<file path="config.mk">
export PLATFORM = sky130hd
export DESIGN_NAME = sot_front
export DESIGN_NICKNAME = d
export VERILOG_FILES = /design/src/rtl/sot_pkg.sv /design/src/rtl/sot_front.sv
export SDC_FILE = /design/constraint.sdc
export NUM_CORES = 2
export LEC_CHECK = 0
export ABC_AREA = 0
export BUFFER_PORTS_ARGS = -buffer_cell sky130_fd_sc_hd__buf_2
export CELL_PAD_IN_SITES_DETAIL_PLACEMENT = 0
export CELL_PAD_IN_SITES_GLOBAL_PLACEMENT = 1
export CORE_MARGIN = 2
export CORE_UTILIZATION = 54
export DETAILED_ROUTE_END_ITERATION = 6
export PLACE_DENSITY = 0.88
export SYNTH_ARGS = -nofsm -noshare
export SYNTH_HDL_FRONTEND = slang
export SYNTH_SLANG_ARGS = --single-unit
</file>
<file path="constraint.sdc">
create_clock -name clk_i -period 12.5 [get_ports clk_i]
set_input_delay 1.25 -clock clk_i [delete_from_list [all_inputs] [get_ports clk_i]]
set_output_delay 1.25 -clock clk_i [all_outputs]
set_load 0.005 [all_outputs]
</file>
<file path="src/rtl/sot_pkg.sv">
// Shared types and constants for the turn-phase Taylor sine pipeline.
package sot_pkg;

  localparam int unsigned NUM_TERMS = 6;
  localparam int unsigned U_W       = 31;   // quarter-turn fraction, 0..2^30
  localparam int unsigned X_W       = 30;   // angle, Q1.29
  localparam int unsigned X2_W      = 2 * X_W;
  localparam int unsigned ACC_W     = 64;   // series magnitudes, Q2.62
  localparam int unsigned PROD_W    = 2 * ACC_W;

  // 2*pi in Q3.31
  localparam logic [33:0] TWO_PI_Q31 = 34'h3_243F_6A89;

  localparam logic [ACC_W-1:0] ONES = {ACC_W{1'b1}};

  // floor((2^64-1) / (2k(2k+1))) for k = 1..6
  localparam logic [ACC_W-1:0] TERM_RECIP [NUM_TERMS] = '{
    ONES / 64'(2 * 3),
    ONES / 64'(4 * 5),
    ONES / 64'(6 * 7),
    ONES / 64'(8 * 9),
    ONES / 64'(10 * 11),
    ONES / 64'(12 * 13)
  };

  // One request in flight between pipeline sections.
  typedef struct packed {
    logic             vld;
    logic [1:0]       quad;
    logic [X2_W-1:0]  x2;    // x^2, Q.58
    logic [ACC_W-1:0] sum;   // partial series sum, Q.62
    logic [ACC_W-1:0] t;     // latest term, Q.62, not yet in sum
  } sot_item_t;

endpackage

</file>
<file path="src/rtl/sot_front.sv">
// Front section: quadrant fold, angle scaling by 2*pi, and x^2.
module sot_front #(
  parameter int unsigned PHASE_BITS = 32
) (
  input  logic                  clk_i,
  input  logic                  rst_ni,
  input  logic                  en_i,
  input  logic                  vld_i,
  input  logic [PHASE_BITS-1:0] phase_i,
  output sot_pkg::sot_item_t    item_o
);
  import sot_pkg::*;

  localparam int unsigned MW = PHASE_BITS - 1;

  logic [1:0]            quad;
  logic [PHASE_BITS-3:0] rem;
  logic [MW-1:0]         fold;
  logic [U_W-1:0]        u_d;
  logic [64:0]           xprod;
  logic [X_W-1:0]        x_d;

  logic [2:0]            vld_q;
  logic [1:0]            quad1_q, quad2_q, quad3_q;
  logic [U_W-1:0]        u_q;
  logic [X_W-1:0]        x_q;
  logic [X2_W-1:0]       x2_q;
  logic [ACC_W-1:0]      t_q;

  assign quad = phase_i[PHASE_BITS-1 -: 2];
  assign rem  = phase_i[PHASE_BITS-3:0];
  // odd quadrants run backwards: quarter - remainder
  assign fold = quad[0] ? (MW'(1) << (PHASE_BITS - 2)) - {1'b0, rem} : {1'b0, rem};

  if (PHASE_BITS >= 32) begin : g_shr
    assign u_d = fold[MW-1 -: U_W];
  end else begin : g_shl
    assign u_d = {fold, {(32 - PHASE_BITS){1'b0}}};
  end

  assign xprod = 65'(u_q) * 65'(TWO_PI_Q31);
  assign x_d   = xprod[63:34];

  always_ff @(posedge clk_i or negedge rst_ni) begin
    if (!rst_ni) begin
      vld_q <= '0;
    end else if (en_i) begin
      vld_q <= {vld_q[1:0], vld_i};
    end
  end

  always_ff @(posedge clk_i) begin
    if (en_i) begin
      quad1_q <= quad;
      u_q     <= u_d;
      quad2_q <= quad1_q;
      x_q     <= x_d;
      quad3_q <= quad2_q;
      x2_q    <= x_q * x_q;
      t_q     <= {1'b0, x_q, 33'b0};
    end
  end

  assign item_o.vld  = vld_q[2];
  assign item_o.quad = quad3_q;
  assign item_o.x2   = x2_q;
  assign item_o.sum  = '0;
  assign item_o.t    = t_q;

endmodule

</file>
After elaboration in Yosys (flattened, before gate mapping). Cells that the tools add are included.

Bits in registers: 160. Output and inout bits: 191. Logic and storage cells: 13.

$add $sub $neg: 1. Multipliers: 2. Mux-type cells: 1.

Operators by type and width (count): 31-bit by 34-bit multiplier with 64-bit output, second input constant (1); 30-bit by 30-bit multiplier with 60-bit output (1); 31-bit by 30-bit subtractor with 31-bit output, first input constant (1); 30-bit two-way mux (1).

Logic depth before layout (Yosys ltp).
Depth after elaboration: 2. Mapped depth: 32. Mapped depth without buffers: 29.

Worst setup path before layout. Ideal clock, no wire load.

Path type: register to register. From: register x_q[11]. To: register x2_q[59] (data pin). Library setup time: 0.260 ns. Arrival: 7.265 ns. Required time: 12.240 ns. Path slack: 4.975 ns. Cell stages (with the launch flop): 29. Path buffers: 3. Period minus slack after synthesis: 7.525 ns. Cell sequence: edfxtp_1 -> clkbuf_1 -> clkbuf_1 -> nand2_1 -> fa_1 -> inv_1 -> fa_1 -> inv_1 -> fa_1 -> fa_1 -> inv_1 -> fa_1 -> fa_1 -> fa_1 -> inv_1 -> fa_1 -> inv_1 -> ha_1 -> clkbuf_1 -> a21oi_1 -> o21ai_0 -> a2111oi_0 -> a21oi_1 -> a31oi_1 -> o21ai_1 -> a211oi_2 -> nand3_1 -> a41oi_1 -> xnor2_1.

Longest elaborated chain between the ends: 1.

RTL lines: from (decl) (line sot_front.sv:26) `logic [X_W-1:0] x_q;`; from (signal assigned) (line sot_front.sv:57) `x_q <= x_d;`; 30-bit by 30-bit multiplier with 60-bit output (line sot_front.sv:59) `x2_q <= x_q * x_q;`; to (signal assigned) (line sot_front.sv:59); to (decl) (line sot_front.sv:27) `logic [X2_W-1:0] x2_q;`.

Every way passes these cells. A chain may end at the register's enable or synchronous reset.

Worst setup path after layout.
From: register x_q[7]. To: register x2_q[57] (data pin).

The elaborated chain is that of the path after synthesis.

==> results by group <==
Drt
  • TritonRoute pass-1 iters: 7
  • WL final: 118000 um
  • Vias per cell: 5.20
  • Iter 0 DRT Violations: 1782
  • Routed vias: 31600
  • Post-route ant nets: 0
  • WL per Instance: 19.3 um
  • DRC violations left: 0

Floorplan
  • Initial Util: 54.5%
  • Num rows: 109
  • DIE AREA: 91600 sq um
  • Die Width: 303 um
  • Core Box Area: 88400 sq um
  • Ports: 227
  • Die Y: 303 um

Layout
  • Layout fillers: 7758
  • Register Area: 4730 sq um
  • Layout Nets: 6633
  • P&R area growth vs syn: 4.37%
  • Layout cells sized above 1: 4.50%
  • Area of the multi-input gates: 37000 sq um

Clock tree
  • CTS tree: done
  • H-tree depth: 4
  • Postcts setup bufs: 0
  • CTS Hold Bufs: 0
  • CTS max path bufs: 2
  • CTS Buf Count: 17
  • Clk slew on worst S/H paths: 0.09 ns
  • CTS Root Cell: clkbuf_16
  • # resized after CTS: 0
  • Clock latency on the worst-skew pair: 0.54 ns
  • Clk sinks: 158

Placement
  • Port Buffers: 127
  • RePlAce Congestion: 0.949
  • Post-DP HPWL: 99000 um

GRT
  • Initial antenna violation count: 2
  • Vias in the first global route: 35100
  • GR Util All Layers: 27.4%
  • Largest net degree at the start of global routing: 60
  • Total gr overflow: 0
  • First-pass GRT wire length: 191000 um

Worst hold path
  • Worst min path class: reg2reg

Logic synthesis
  • Synthesized area per cell: 9.94 sq um
  • Number of flops mapped to enable cells by yosys: 155
  • Sequential cell area fraction in the yosys report: 9.82%
  • Cell variety after synth: 70
  • Cell area after synthesis: 48200 sq um
  • Flops & latches, synth: 158
  • Main synth FF type: edfxtp_1
  • Cells after synthesis: 4843
  • Warnings, synthesis: 0
  • Async set-or-reset flop fraction in the synthesized netlist: 1.90%

Setup path
  • Setup crit end kind: register
  • Critical Path RT: 12.79 ns
  • Crit path arrival time: 9.52 ns
  • Crit start category: register
  • WS Path Type: reg2reg
  • CP max FO: 27

Flow run
  • Max_cap viols: 0

STA
  • Worst Tran Pin Value: 1.17 ns
  • Fin crit period: 9.23 ns
  • Clock Skew: 0.0239 ns
  • Setup_tns: 0 ns
  • Fmax: 0.108 GHz
  • Final setup vio count: 0
  • Max Slew Vio Count: 0
  • RSZ-0062 raised after global routing: no
  • Slew headroom: 21.8%
  • Fin crit share: 73.8%
  • Endpoints failing hold: 0

Run status
  • Status: completed
==> stage by stage <==
step	utilization, %	area, sq um	setup slack (ns)	hold slack [ns]	cells
floorplan	-	48500	4.97	0.400	4941
global placement	56.2	49700	3.59	0.403	6049
detailed placement	56.2	49700	3.39	0.408	6049
CTS	56.9	50300	3.36	0.404	6081
global route	56.9	50300	2.93	0.409	6081
finish	56.9	50300	3.27	0.403	6084
==> state kept, by name, summed over array words and instances, names as in the netlist <==
register / count
x_q: 30
u_q: 31
vld_q: 3
t_q: 29
quad2_q: 2
quad3_q: 2
quad1_q: 2
x2_q: 59
==> synthesized netlist by cell type (all sizes together), types with 4 or more instances <==
master	number	area share [%]
inv	1505	12
fa	1065	44
ha	629	16
nand2	312	2.4
and2	184	2.4
edfxtp	155	9.7
a21oi	128	1.3
clkbuf	112	0.88
buf	105	1.6
xnor2	93	1.7
nor2	91	0.71
o21ai	79	0.82
a21o	46	0.72
xor2	44	0.80
nand3	31	0.36
nand4	30	0.39
o21bai	25	0.39
nor2b	18	0.23
nand2b	16	0.22
o31ai	16	0.29
a31oi	14	0.18
nor3	12	0.12
o21a	12	0.19
a211oi	10	0.18
a221oi	9	0.18
nor4	9	0.12
o211ai	9	0.14
and3	8	0.10
o41ai	7	0.16
or4	7	0.11
or2	6	0.078
or3	6	0.078
a21boi	5	0.078
a41oi	5	0.13
and4	5	0.091
a2111oi	4	0.12
mux2	4	0.094
o22ai	4	0.052
==> logic make-up (layout without fill, tap and decap cells) <==
group | Yosys count | in the layout | synth area share (%)
adder cells (fa/ha/maj) | 1694 | 1694 | 60.6
AND/OR/NAND/NOR | 735 | 735 | 7.44
other | 1 | 102 | 0.00779
flip-flops | 158 | 158 | 9.82
buffers and inverters | 1723 | 1698 | 14.2
AO/OA/AOI/OAI | 388 | 388 | 5.26
XOR/XNOR | 137 | 137 | 2.49
multiplexers | 7 | 7 | 0.156
==> critical path, cell delays in order, from the launching register on <==
cell and delay [ns]:
edfxtp_1 1.13, inv_1 0.44, nor2_1 0.35, fa_1 0.49, fa_1 0.56, inv_1 0.06
fa_1 0.46, fa_1 0.52, fa_1 0.54, inv_1 0.05, fa_1 0.45, fa_1 0.49
inv_1 0.05, fa_1 0.47, inv_1 0.04, ha_1 0.39, nand4_1 0.18, or3_1 0.38
o21ai_0 0.39, o21ai_1 0.35, o221a_2 0.41, nor4_1 0.33, o21ai_1 0.14, o21ai_1 0.18
xor2_1 0.09
==> final timing paths <==
| path | end | startpoint | depth (start not counted) | slack, ns |
|---|---|---|---|---|
| min reg2reg | quad3_q[0] | quad2_q[0] | 0 | 0.40 |
| min in group asynchronous | vld_q[0] | rst_ni | 1 | 0.48 |
| max reg2reg | x2_q[57] | x_q[7] | 24 | 3.27 |
| max | x2_q[57] | x_q[7] | 24 | 3.27 |
| max in group asynchronous | vld_q[1] | rst_ni | 1 | 11.89 |
| min | quad3_q[0] | quad2_q[0] | 0 | 0.40 |
==> per-layer routing <==
metal | up-vias | share of wire, % | track usage, %
met5 | - | 0 | 0
met4 | 0 | 2.5 | 7.13
met3 | 173 | 6.9 | 4.59
met2 | 998 | 48 | 45.2
met1 | 16100 | 43 | 37.8
li1 | 14400 | - | -
==> cells in the final DEF, fill, tap and decap left out, types with 6 or more instances in the layout <==
master and n:
nand2_1 312, nand2b_1 15, nor2_1 91, buf_4 33
a31oi_1 14, or3_1 6, o31ai_1 14, buf_2 126
o21ai_1 8, o211ai_1 9, ha_1 629, conb_1 99
a21o_1 46, inv_1 1505, nand3_1 29, nor3_1 12
and3_1 8, clkbuf_16 17, o21a_1 12, xor2_1 44
or4_1 7, o21ai_0 71, a21oi_1 126, and2_1 184
fa_1 1065, nor2b_1 18, a221oi_1 8, nor4_1 9
o21bai_1 25, xnor2_1 93, a211oi_1 8, edfxtp_1 155
nand4_1 30, or2_2 6
==> area by class of cell <==
cell class                 count  share of cell area [%]
inverter                    1506                    11.2
clock buffer                  18                   0.854
antenna                        3                  0.0149
timing repair buffer         160                    1.77
tap                         1165                    2.90
sequential                   158                    9.41
clock inverter                14                   0.301
multi-input combinational   3060                    73.5
Power is left out: the tool's default activity adds up to more than one toggle a clock period on the data nets, which glitch-free logic cannot reach.
