**config.mk**
```make
export PLATFORM = sky130hd
export DESIGN_NAME = sot_back
export DESIGN_NICKNAME = d
export VERILOG_FILES = /design/src/rtl/sot_pkg.sv /design/src/rtl/sot_back.sv
export SDC_FILE = /design/constraint.sdc
export NUM_CORES = 1
export LEC_CHECK = 0
export BUFFER_PORTS_ARGS = -buffer_cell sky130_fd_sc_hd__buf_2
export CAP_MARGIN = 40
export CORE_MARGIN = 8
export CORE_UTILIZATION = 45
export CTS_CLUSTER_SIZE = 14
export DETAILED_ROUTE_END_ITERATION = 8
export PLACE_DENSITY_LB_ADDON = 0.05
export SYNTH_ARGS = -nofsm -noshare
export SYNTH_HDL_FRONTEND = slang
export SYNTH_SLANG_ARGS = --single-unit
```
**constraint.sdc**
```tcl
create_clock -name clk_i -period 7.5 [get_ports clk_i]
set_input_delay 1.125 -clock clk_i [delete_from_list [all_inputs] [get_ports clk_i]]
set_output_delay 1.125 -clock clk_i [all_outputs]
set_load 0.005 [all_outputs]
```
**src/rtl/sot_pkg.sv**
```systemverilog
// Shared types and constants for the turn-phase Taylor sine pipeline.
package sot_pkg;

  localparam int unsigned NUM_TERMS = 6;
  localparam int unsigned U_W       = 31;   // quarter-turn fraction, 0..2^30
  localparam int unsigned X_W       = 30;   // angle, Q1.29
  localparam int unsigned X2_W      = 2 * X_W;
  localparam int unsigned ACC_W     = 64;   // series magnitudes, Q2.62
  localparam int unsigned PROD_W    = 2 * ACC_W;

  // 2*pi in Q3.31
  localparam logic [33:0] TWO_PI_Q31 = 34'h3_243F_6A89;

  localparam logic [ACC_W-1:0] ONES = {ACC_W{1'b1}};

  // floor((2^64-1) / (2k(2k+1))) for k = 1..6
  localparam logic [ACC_W-1:0] TERM_RECIP [NUM_TERMS] = '{
    ONES / 64'(2 * 3),
    ONES / 64'(4 * 5),
    ONES / 64'(6 * 7),
    ONES / 64'(8 * 9),
    ONES / 64'(10 * 11),
    ONES / 64'(12 * 13)
  };

  // One request in flight between pipeline sections.
  typedef struct packed {
    logic             vld;
    logic [1:0]       quad;
    logic [X2_W-1:0]  x2;    // x^2, Q.58
    logic [ACC_W-1:0] sum;   // partial series sum, Q.62
    logic [ACC_W-1:0] t;     // latest term, Q.62, not yet in sum
  } sot_item_t;

endpackage

```
**src/rtl/sot_back.sv**
```systemverilog
// Back section: last term, round to output scale, saturate, apply half-turn sign.
module sot_back #(
  parameter int unsigned OUT_FRAC_BITS = 30
) (
  input  logic                              clk_i,
  input  logic                              rst_ni,
  input  logic                              en_i,
  input  sot_pkg::sot_item_t                item_i,
  output logic                              vld_o,
  output logic signed [OUT_FRAC_BITS+1:0]   sine_o
);
  import sot_pkg::*;

  localparam int unsigned        OW     = OUT_FRAC_BITS + 2;
  localparam int unsigned        RW     = OUT_FRAC_BITS + 1;
  localparam logic [ACC_W-1:0]   RndBit = ACC_W'(1) << (61 - OUT_FRAC_BITS);
  localparam logic [RW-1:0]      One    = RW'(1) << OUT_FRAC_BITS;

  logic [ACC_W-1:0] rnd;
  logic [OW-1:0]    res_full;
  logic [RW-1:0]    res_d;

  logic [2:0]       vld_q;
  logic [1:0]       quad1_q, quad2_q;
  logic [ACC_W-1:0] sum_q;
  logic [RW-1:0]    res_q;
  logic [OW-1:0]    sine_q;

  assign rnd      = sum_q + RndBit;
  assign res_full = rnd[ACC_W-1 -: OW];
  assign res_d    = (res_full > OW'(One)) ? One : res_full[RW-1:0];

  always_ff @(posedge clk_i or negedge rst_ni) begin
    if (!rst_ni) begin
      vld_q <= '0;
    end else if (en_i) begin
      vld_q <= {vld_q[1:0], item_i.vld};
    end
  end

  always_ff @(posedge clk_i) begin
    if (en_i) begin
      quad1_q <= item_i.quad;
      sum_q   <= item_i.sum + item_i.t;
      quad2_q <= quad1_q;
      res_q   <= res_d;
      sine_q  <= quad2_q[1] ? OW'(0) - OW'(res_q) : OW'(res_q);
    end
  end

  assign vld_o  = vld_q[2];
  assign sine_o = $signed(sine_q);

endmodule

```
# Word-level counts from Yosys, hierarchy flattened

Cells that the tools add are included.

Bits in registers: 134
Logic and storage cells: 12
Bits of input ports: 194
Output and inout bits: 33

Mux-type cells: 1
Add/sub/neg operators: 3
$lt $le $gt $ge: 1

Operators by type and width:

| operator                                                         | count |
|---|---|
| adder 64 x 32 -> 64 bit (second input constant)                  | 1 |
| adder 64 bit                                                     | 1 |
| greater-than comparator 32 x 31 -> 1 bit (second input constant) | 1 |
| subtractor 1 x 31 -> 32 bit (first input constant)               | 1 |
| two-way mux 31 bit                                               | 1 |

# Depth between registers and ports, before layout

Gate-level depths: netlist of run 1.

Word-level depth: 2
Mapped depth: 13
Depth with buffers taken out: 10

# Worst setup path before layout of run 1

No wires, ideal clock.

Path kind: input-to-reg
Start point: input port item_i[8] in the netlist's numbering
End point: register sum_q[48], data pin
Slack: 3.875 ns
Stages: 10
Required time: 7.235 ns
Data arrival time: 3.360 ns
Path buffers: 0
Cells stage by stage: ha_1 a21o_1 a31o_2 a221o_1 and4_1 o211ai_1 o211ai_1 a221oi_1 o21ai_0 xor2_1

Cells in the longest elaborated chain, start to end: 1

RTL lines:

| item                 | RTL line       | RTL |
|---|---|---|
| from (decl)          | sot_back.sv:8  | `input sot_pkg::sot_item_t item_i,` |
| adder 64 bit         | sot_back.sv:44 | `sum_q <= item_i.sum + item_i.t;` |
| to (signal assigned) | sot_back.sv:44 |  |
| to (decl)            | sot_back.sv:25 | `logic [ACC_W-1:0] sum_q;` |

No other way between the ends.
A chain may end at the register's enable or synchronous reset.

# Worst setup path in the final report of run 1

Start point: input port item_i[24] in the netlist's numbering
End point: register sum_q[63], data pin

The elaborated chain is that of the path after synthesis.

==> results of run 1 <==
## metrics by stage
step                setup WS [ns]  total power [mW]
floorplan                   3.875             1.131
global placement            3.243             1.283
detailed placement          3.181             1.286
CTS                         3.523             1.831
global route                3.396             1.923
finish                      3.469             1.810
## kinds of logic after synthesis
kind of cell    Yosys count  synth area share, %
fa+ha+maj                64                10.01
xor+xnor                 97                10.62
buf+inv                  49                2.596
simple gates            292                18.08
flops                   101                37.72
mux                       6               0.8131
compound gates          250                20.17
## area by class of cell
cell class	instances	area, sq um	area share (%)
multi-input combinational	709	4776	51.11
sequential	101	3018	32.30
timing repair buffer	166	835.8	8.945
tap	225	281.5	3.013
clock buffer	9	225.2	2.410
clock inverter	7	128.9	1.379
inverter	21	78.83	0.8436
## routing by layer
metal	up-vias	wire (um)
met5	-	14
met4	2	255
met3	19	1273
met2	184	8532
met1	2978	8557
li1	3513	-
## cell usage in the layout (no fill, tap or decap), types with 4 or more instances in the layout
cell type	instances
or2_2	6
nor2b_1	4
o41ai_1	5
o21bai_1	19
nand4_1	28
o211ai_1	6
mux2_2	4
edfxtp_1	98
xnor2_1	56
a2111oi_0	4
or4_1	5
o21ai_0	46
o21a_1	6
a31oi_1	6
nor3_1	14
and2_1	5
or3_1	8
xor2_1	41
nand2_1	79
inv_1	21
a211oi_1	5
and3_1	11
clkbuf_16	9
nand3_1	23
nand2b_1	4
a21o_1	36
buf_2	164
ha_1	64
nor4_1	4
nor2_1	85
o31ai_1	10
a21oi_1	78
## worst max path at each step
stage,from,endpoint,slack [ns],depth (start not counted)
2_1_floorplan,item_i[8],sum_q[48]$_DFFE_PP_,3.88,10
3_3_place_gp,item_i[24],sum_q[63]$_DFFE_PP_,3.24,11
3_5_place_dp,item_i[24],sum_q[63]$_DFFE_PP_,3.18,11
4_1_cts,item_i[24],sum_q[63]$_DFFE_PP_,3.52,11
5_1_grt,item_i[24],sum_q[63]$_DFFE_PP_,3.40,11
6_report,item_i[24],sum_q[63]$_DFFE_PP_,3.47,11
## Yosys cell counts (8+ instances only)
master and number:
a21o_1 36, a21oi_1 78, and3_1 11, clkbuf_1 24, edfxtp_1 98, ha_1 64, inv_1 21, nand2_1 79
nand3_1 23, nand4_1 28, nor2_1 85, nor3_1 14, o21ai_0 46, o21bai_1 19, o31ai_1 10, or3_1 8
xnor2_1 56, xor2_1 41
## power by group through the flow
stage               combinational [mW]  clock [mW]  sequential [mW]
global placement                 0.485           0            0.798
global route                     0.546       0.576            0.800
CTS                              0.489       0.555            0.787
finish                           0.486       0.537            0.787
detailed placement               0.486           0            0.800
floorplan                        0.353           0            0.778
## registers in the layout, indices dropped and copies added, names as in the netlist
| register | flops |
|---|---|
| res_q | 31 |
| sine_o | 32 |
| vld_q | 3 |
| quad1_q | 1 |
| sum_q | 33 |
| quad2_q | 1 |
==> flow_summary.yaml, run 1 <==
timing:
  max_clock_freq_mhz: 248.1
  finalSetupViolations: 0
  tns_ns: 0
  fin_crit_sh_pct: 53.75
  slew_violations: 0
  hold_violations: 0
  relSlewSlack_pct: 39.65
  final.setup_skew_ns: 0.01074
  tightest_slew_ns: 0.9053
  period_minus_slack_ns: 4.031
  hold_slack_ns: 0.4193
  grt_setup_unrepaired: "no"
cells_and_area:
  fin_area_sq_um: 9344
  fin_util_pct: 53.84
  finalNetCount: 1266
  n_fill_cell: 1602
  antenna_cells: 0
  synthToLayoutAreaGrowth_pct: 16.78
  fin_cells: 1238
  final_layout_size_suffix_gt1_share_pct: 20.43
power:
  switchingPower_mw: 0.5399
  p_per_area_nw_per_um2: 193.7
  clock_power_share_pct: 29.7
  switching_share_pct: 29.83
  ir_drop_mv: 0.1148
  power_leakage_nw: 3.887
  comb_power_share_pct: 26.8
  p_int_mw: 1.270
  seqPwrFrac_pct: 43.5
hold_path:
  worst_hold_startpoint: "quad1_q[1]$_DFFE_PP_"
  min_path_cells: 0
  min_to: "quad2_q[1]$_DFFE_PP_"
  hp-class: "register to register"
yosys:
  synthFlopType: "edfxtp_1"
  yosysUniqueCellTypes: 66
  yosysWarnings: 0
  ys_ff_latch: 101
  synth_area_leader_cell: "edfxtp_1"
  synthArstFlopShare_pct: 2.970
  synth_edf_count: 98
  synthTopCellsByArea: "edfxtp_1 37%, ha_1 10%, xnor2_1 6.1%"
  synth_area_sq_um: 8001
  ys_seq_area_share_pct: 37.72
  avgSynthCellArea_sq_um: 9.315
  syn-instance-count: 859
  yosys.area.top_type_share_pct: 36.78
  syn_nets: 1117
global_routing:
  grtUsageMet3_pct: 4.490
  antenna_found_initial: 1
  gr-total-overflow: 0
  grt_usage_pct: 16.45
  grtUsageMet2_pct: 27.66
  grt_pass1_vias: 6539
  grt_max_degree: 67
  grt_busiest_layer: "met2"
  grt_first_pass_wirelength_um: 30490
  use_met1_pct: 20.26
cts:
  cts_sinks: 101
  post-cts-setup-buffers: 0
  cts_buffer_depth: 2
  ctsRootBufferMaster: "clkbuf_16"
  cts_tree: "done"
  h-tree-depth: 3
  cts_buffers: 9
  ctsResizeCount: 0
  hold_buffers: 0
  clock_latency_ns: 0.34
  path_clk_slew_ns: 0.07
detailed_routing:
  vias: 6696
  drt-pass1-iter-count: 5
  wl_per_cell_um: 15.05
  antenna_left: 0
  drtIter0Drc: 279
  viasPerCell: 5.409
  routed_wl_um: 18630
  drc: 0
setup_path:
  critPathCaptureType: "register"
  cp_cell_sequence: "buf_2 -> ha_1 -> a21o_1 -> a21o_1 -> a21o_1 -> a2111oi_0 -> o21ai_0 -> a21oi_1 -> o21ai_0 -> a21oi_1 -> xnor2_1"
  path_class: "primary input to register"
  crit_buf_inv: 1
  cpPeakStageDelay_ns: 0.49
  r2r_slack_ns: 3.99
  reg2regPathDepth: 10
  arrival_ns: 4.12
  worst_ep_required_time_ns: 7.59
  worstPathMaxFanout: 5
  cpMaxStageDelayCell: "a2111oi_0"
  r2r-start: "sum_q[32]$_DFFE_PP_"
  crit_path_frequent_cell: "a21o_1"
  crit_path_start_kind: "primary input"
  r2r_end: "res_q[10]$_SDFFCE_PN0P_"
  crit_family: "compound AO/OA/AOI/OAI gates"
run:
  cap_violations: 0
place:
  port_buffers: 165
  gp_congestion: 0.8998
  hpwlAfterDp_um: 15520
  dp.cells: 1222
  post_dp_cell_area_sq_um: 8990
die:
  start_util_pct: 46.10
  row_count: 48
  die_y_um: 149.3
  fp.coreArea_sq_um: 17360
  die_width_um: 149.3
  dieArea_sq_um: 22300
  pin_count: 227
run_status:
  run_status: "complete, no violations"
Power figures use the tool's default switching activity.
==> inputs of run 2 (changes only) <==
Clock period 7.5 ns to 3.3 ns, I/O delays scaled along.
==> run 2 against run 1 <==
Net effect: power increased by 120%; design area increased by 3.1%; die area is the same; clock-buffer cell count is 2 higher; worst hold slack worse by 0.095 ns; largest power group unchanged; via count rose by 2.6%; combinational power increased by 150%; sequential power is 130% higher; global-route usage rose by 0.65 points.
==> flow_summary.yaml, run 2 (synthesis gave the netlist of run 1 again) <==
run_status:
  run_status: "complete, no violations"
cts:
  clock_latency_ns: 0.35
  cts_buffers: 9
  hold_buffers: 1
  cts_sinks: 101
  cts_buffer_depth: 2
  h-tree-depth: 3
  cts_tree: "done"
  path_clk_slew_ns: 0.07
  ctsResizeCount: 0
  post-cts-setup-buffers: 0
  ctsRootBufferMaster: "clkbuf_16"
timing:
  slew_violations: 0
  final.setup_skew_ns: 0.007800
  finalSetupViolations: 0
  fin_crit_sh_pct: 92.97
  hold_violations: 0
  grt_setup_unrepaired: "no"
  tns_ns: 0
  fin_ws_ns: 0.2319
  max_clock_freq_mhz: 325.9
  period_minus_slack_ns: 3.068
  tightest_slew_ns: 0.8851
  relSlewSlack_pct: 40.99
power:
  power_leakage_nw: 4.083
  p_total_mw: 3.939
  p_per_area_nw_per_um2: 409.0
  ir_drop_mv: 0.2584
global_routing:
  gr-total-overflow: 0
  grt_max_degree: 66
  antenna_found_initial: 3
  grt_pass1_vias: 6927
  grt_usage_pct: 17.11
  grt_first_pass_wirelength_um: 31590
die:
  dieArea_sq_um: 22300
  fp.coreArea_sq_um: 17360
  row_count: 48
  pin_count: 227
  die_width_um: 149.3
  start_util_pct: 46.10
  die_y_um: 149.3
place:
  hpwlAfterDp_um: 16030
  pre_cts_slack_ns: -0.09271
  port_buffers: 165
  dp.cells: 1268
  gp_congestion: 0.8528
detailed_routing:
  drc: 0
  met1Wirelength_um: 8624
  wl_met3_um: 1157
  drtIter0Drc: 339
  maxUsedRoutingLayer: "met5"
  antenna_left: 0
  met2_length_um: 8952
  drt-pass1-iter-count: 6
  routed_wl_um: 19050
  wl_per_cell_um: 14.81
  viasPerCell: 5.342
  vias: 6870
setup_path:
  critPathCaptureType: "register"
  arrival_ns: 3.27
  crit_path_frequent_cell: "buf_4"
  cpPeakStageDelay_ns: 0.56
  cpMaxStageDelayCell: "or4_1"
  cp_cell_sequence: "ha_1 -> and3_1 -> buf_4 -> nor3_1 -> a31oi_1 -> or4_1 -> a2111oi_0 -> buf_4 -> nand4_1 -> o21a_4 -> nor2_1"
  crit_path_start_kind: "register"
  worst_ep_required_time_ns: 3.50
  worstPathMaxFanout: 22
  r2r_slack_ns: 0.23
  path_class: "register to register"
cells_and_area:
  layout_common_cells: "164 x buf_2, 98 x edfxtp_1, 85 x nor2_1"
  final_layout_size_suffix_gt1_share_pct: 23.68
  finalNetCount: 1313
  synthToLayoutAreaGrowth_pct: 20.34
  fin_cells: 1286
  fin_util_pct: 55.48
  largest_register_ffs: 33
  largest-register: "sum_q"
  layout_commonest_cell: "buf_2"
hold_path:
  hp-class: "primary input to register"
run:
  cap_violations: 0
==> run 2: power breakdown <==
part | total [mW] | internal, mW | switching, mW
clock | 0.961 | 0.514 | 0.447
sequential | 1.78 | 1.63 | 0.150
combinational | 1.20 | 0.571 | 0.626
total | 3.94 | 2.72 | 1.22
==> run 2: metrics by stage <==
stage	instance area, sq um	hold slack (ns)
after detailed placement	9348	0.2934
after global routing	9629	0.3210
after floorplan	8001	0.1994
after CTS	9627	0.3094
after global placement	9348	0.2925
final	9629	0.3240
==> run 2: area by class of cell <==
class	instances	area, sq um
Fill cell	1624	7727
Multi-Input combinational cell	709	4776
Sequential cell	101	3018
Timing Repair Buffer	213	1204
Tap cell	225	281.5
Clock buffer	11	232.7
Inverter	21	78.83
Clock inverter	5	36.28
Antenna cell	1	2.502
==> run 2: metal layers <==
| layer | GRT usage, % | vias to the layer above |
|---|---|---|
| li1 | - | 3606 |
| met1 | 20.51 | 3075 |
| met2 | 29.66 | 166 |
| met3 | 4.187 | 19 |
| met4 | 5.098 | 4 |
| met5 | 0 | - |
==> run 2: path summary, 6_finish.rpt <==
kind / startpoint / end / depth (start not counted)
min reg2reg: quad1_q[1]$_DFFE_PP_ / quad2_q[1]$_DFFE_PP_ / 0
min in group asynchronous: rst_ni / vld_q[2]$_DFFE_PN0P_ / 2
max reg2reg: sum_q[31]$_DFFE_PP_ / res_q[18]$_SDFFCE_PN0P_ / 11
min: item_i[189] / quad1_q[1]$_DFFE_PP_ / 1
max: sum_q[31]$_DFFE_PP_ / res_q[18]$_SDFFCE_PN0P_ / 11
max in group asynchronous: rst_ni / vld_q[1]$_DFFE_PN0P_ / 2
==> run 2: worst max-delay path, delay by kind of cell (launching register included) <==
| family | cells | cell delay [ns] |
|---|---|---|
| compound gates | 3 | 0.81 |
| fa+ha+maj | 1 | 0.23 |
| buf+inv | 2 | 0.35 |
| flops | 1 | 0.40 |
| simple gates | 5 | 1.14 |
==> inputs of run 3 (changes only) <==
Settings changed: PLACE_DENSITY_LB_ADDON 0.05 to 0.3.
==> run 3 against run 2 <==
Net effect: register-to-register slack worse by 0.05 ns; die area is the same; core utilization shrank 0.11 points; first-iteration DRC count up 2.9%; sequential cell count is the same; clock power grew 17%; cell count shrank 0.70%; largest cell class unchanged; highest routed layer is now met4.
==> flow_summary.yaml, run 3 (synthesis gave the netlist of run 1 again) <==
cells_and_area:
  final_layout_size_suffix_gt1_share_pct: 23.29
  multiInputGateArea_sq_um: 4777
  largest_register_ffs: 33
  largest-register: "sum_q"
  layout_commonest_cell: "buf_2"
  layout_common_cells: "164 x buf_2, 98 x edfxtp_1, 85 x nor2_1"
  n_fill_cell: 1602
  finalNetCount: 1305
  seq_area_sq_um: 3018
  synthToLayoutAreaGrowth_pct: 20.11
  antenna_cells: 0
global_routing:
  grt_pass1_vias: 7086
  gr-total-overflow: 0
  grt_usage_pct: 17.25
  grt_first_pass_wirelength_um: 32060
  grt_max_degree: 65
  antenna_found_initial: 0
cts:
  clock_latency_ns: 0.34
  cts_tree: "done"
  path_clk_slew_ns: 0.07
  h-tree-depth: 3
  cts_buffer_depth: 2
  cts_buffers: 9
  ctsRootBufferMaster: "clkbuf_16"
  cts_sinks: 101
detailed_routing:
  vias: 6926
  viasPerCell: 5.424
  drtIter0Drc: 349
  antenna_left: 0
  routed_wl_um: 19020
  drt-pass1-iter-count: 5
  wl_per_cell_um: 14.90
  drc: 0
timing:
  hold_violations: 0
  finalSetupViolations: 0
  relSlewSlack_pct: 49.72
  fin_crit_sh_pct: 94.62
  period_minus_slack_ns: 3.123
  fin_ws_ns: 0.1774
  hold_slack_ns: 0.3301
  grt_setup_unrepaired: "no"
  max_clock_freq_mhz: 320.3
  final.setup_skew_ns: 0.006347
  slew_violations: 0
  tightest_slew_ns: 0.7542
place:
  pre_cts_slack_ns: -0.04079
  gp_congestion: 0.9047
  port_buffers: 165
  hpwlAfterDp_um: 15880
setup_path:
  path_class: "register to register"
  crit_path_start_kind: "register"
  critPathCaptureType: "register"
  worstPathMaxFanout: 22
  arrival_ns: 3.32
  worst_ep_required_time_ns: 3.49
power:
  p_per_area_nw_per_um2: 424.4
  p_total_mw: 4.079
  ir_drop_mv: 0.3361
  power_leakage_nw: 4.063
die:
  die_width_um: 149.3
  pin_count: 227
  row_count: 48
  die_y_um: 149.3
  start_util_pct: 46.10
  dieArea_sq_um: 22300
  fp.coreArea_sq_um: 17360
run_status:
  run_status: "complete, no violations"
hold_path:
  hp-class: "primary input to register"
run:
  cap_violations: 0
-- run 3: cell count changes in the layout (fill, tap and decap cells not counted) --
cell and change:
a2111oi_0 -1, a2111oi_1 +1, buf_12 -1, buf_4 -7, bufinv_16 +2, clkbuf_1 -2, clkinv_2 -1, clkinvlp_4 +1
diode_2 -1
-- run 3: final cells by class --
class,count,area share (%)
Tap cell,225,2.929
Clock inverter,7,1.029
Timing Repair Buffer,205,11.77
Inverter,21,0.8202
Sequential cell,101,31.40
Clock buffer,9,2.343
Multi-Input combinational cell,709,49.71
-- run 3: critical path, cell delays in order (launching register included) --
cell and delay, ns:
edfxtp_1 0.41, ha_1 0.20, and3_1 0.23, nand4_4 0.12, buf_4 0.18, nor4_4 0.26, buf_4 0.22, nand3_1 0.11
a2111oi_0 0.55, nand4_1 0.20, o21a_4 0.32, nor2_1 0.16
-- run 3: metrics by stage --
| stage | setup TNS (ns) | instance area [sq um] | utilization [%] | instances |
|---|---|---|---|---|
| 2_1_floorplan | 0 | 8001 | - | 859 |
| 3_3_place_gp | 0 | 9275 | 53.44 | 1260 |
| 3_5_place_dp | -0.1384 | 9275 | 53.44 | 1260 |
| 4_1_cts | 0 | 9609 | 55.36 | 1277 |
| 5_1_grt | 0 | 9610 | 55.37 | 1277 |
| 6_report | 0 | 9610 | 55.37 | 1277 |
-- run 3: power breakdown --
group	internal [mW]	total, mW	leakage [nW]	switching, mW
Clock	0.667	1.12	0.156	0.448
Sequential	1.63	1.79	1.01	0.157
Combinational	0.553	1.18	2.89	0.623
Total	2.85	4.08	4.06	1.23
-- run 3: worst paths after layout --
kind,from,endpoint,slack [ns],depth (start not counted)
min reg2reg,quad1_q[1]$_DFFE_PP_,quad2_q[1]$_DFFE_PP_,0.42,0
max,sum_q[31]$_DFFE_PP_,res_q[27]$_SDFFCE_PN0P_,0.18,11
min,item_i[189],quad1_q[1]$_DFFE_PP_,0.33,1
max in group asynchronous,rst_ni,vld_q[0]$_DFFE_PN0P_,2.72,2
max reg2reg,sum_q[31]$_DFFE_PP_,res_q[27]$_SDFFCE_PN0P_,0.18,11
min in group asynchronous,rst_ni,vld_q[2]$_DFFE_PN0P_,0.47,2
-- run 3: repair_timing --
item,CTS,global route
endpoints found under the hold margin,3,0
gates resized for setup,0,1
hold buffers,1,0
buffers inserted,0,0
setup endpoints to repair,0,1
-- run 3: per-layer routing --
metal  vias up  global-route usage, %  part of all wire, %
li1       3588                      -                    -
met1      3124                  20.69                   44
met2       197                  29.39                   47
met3        17                  5.036                  7.7
met4         0                  4.897                  1.3
met5         -                      0                    0
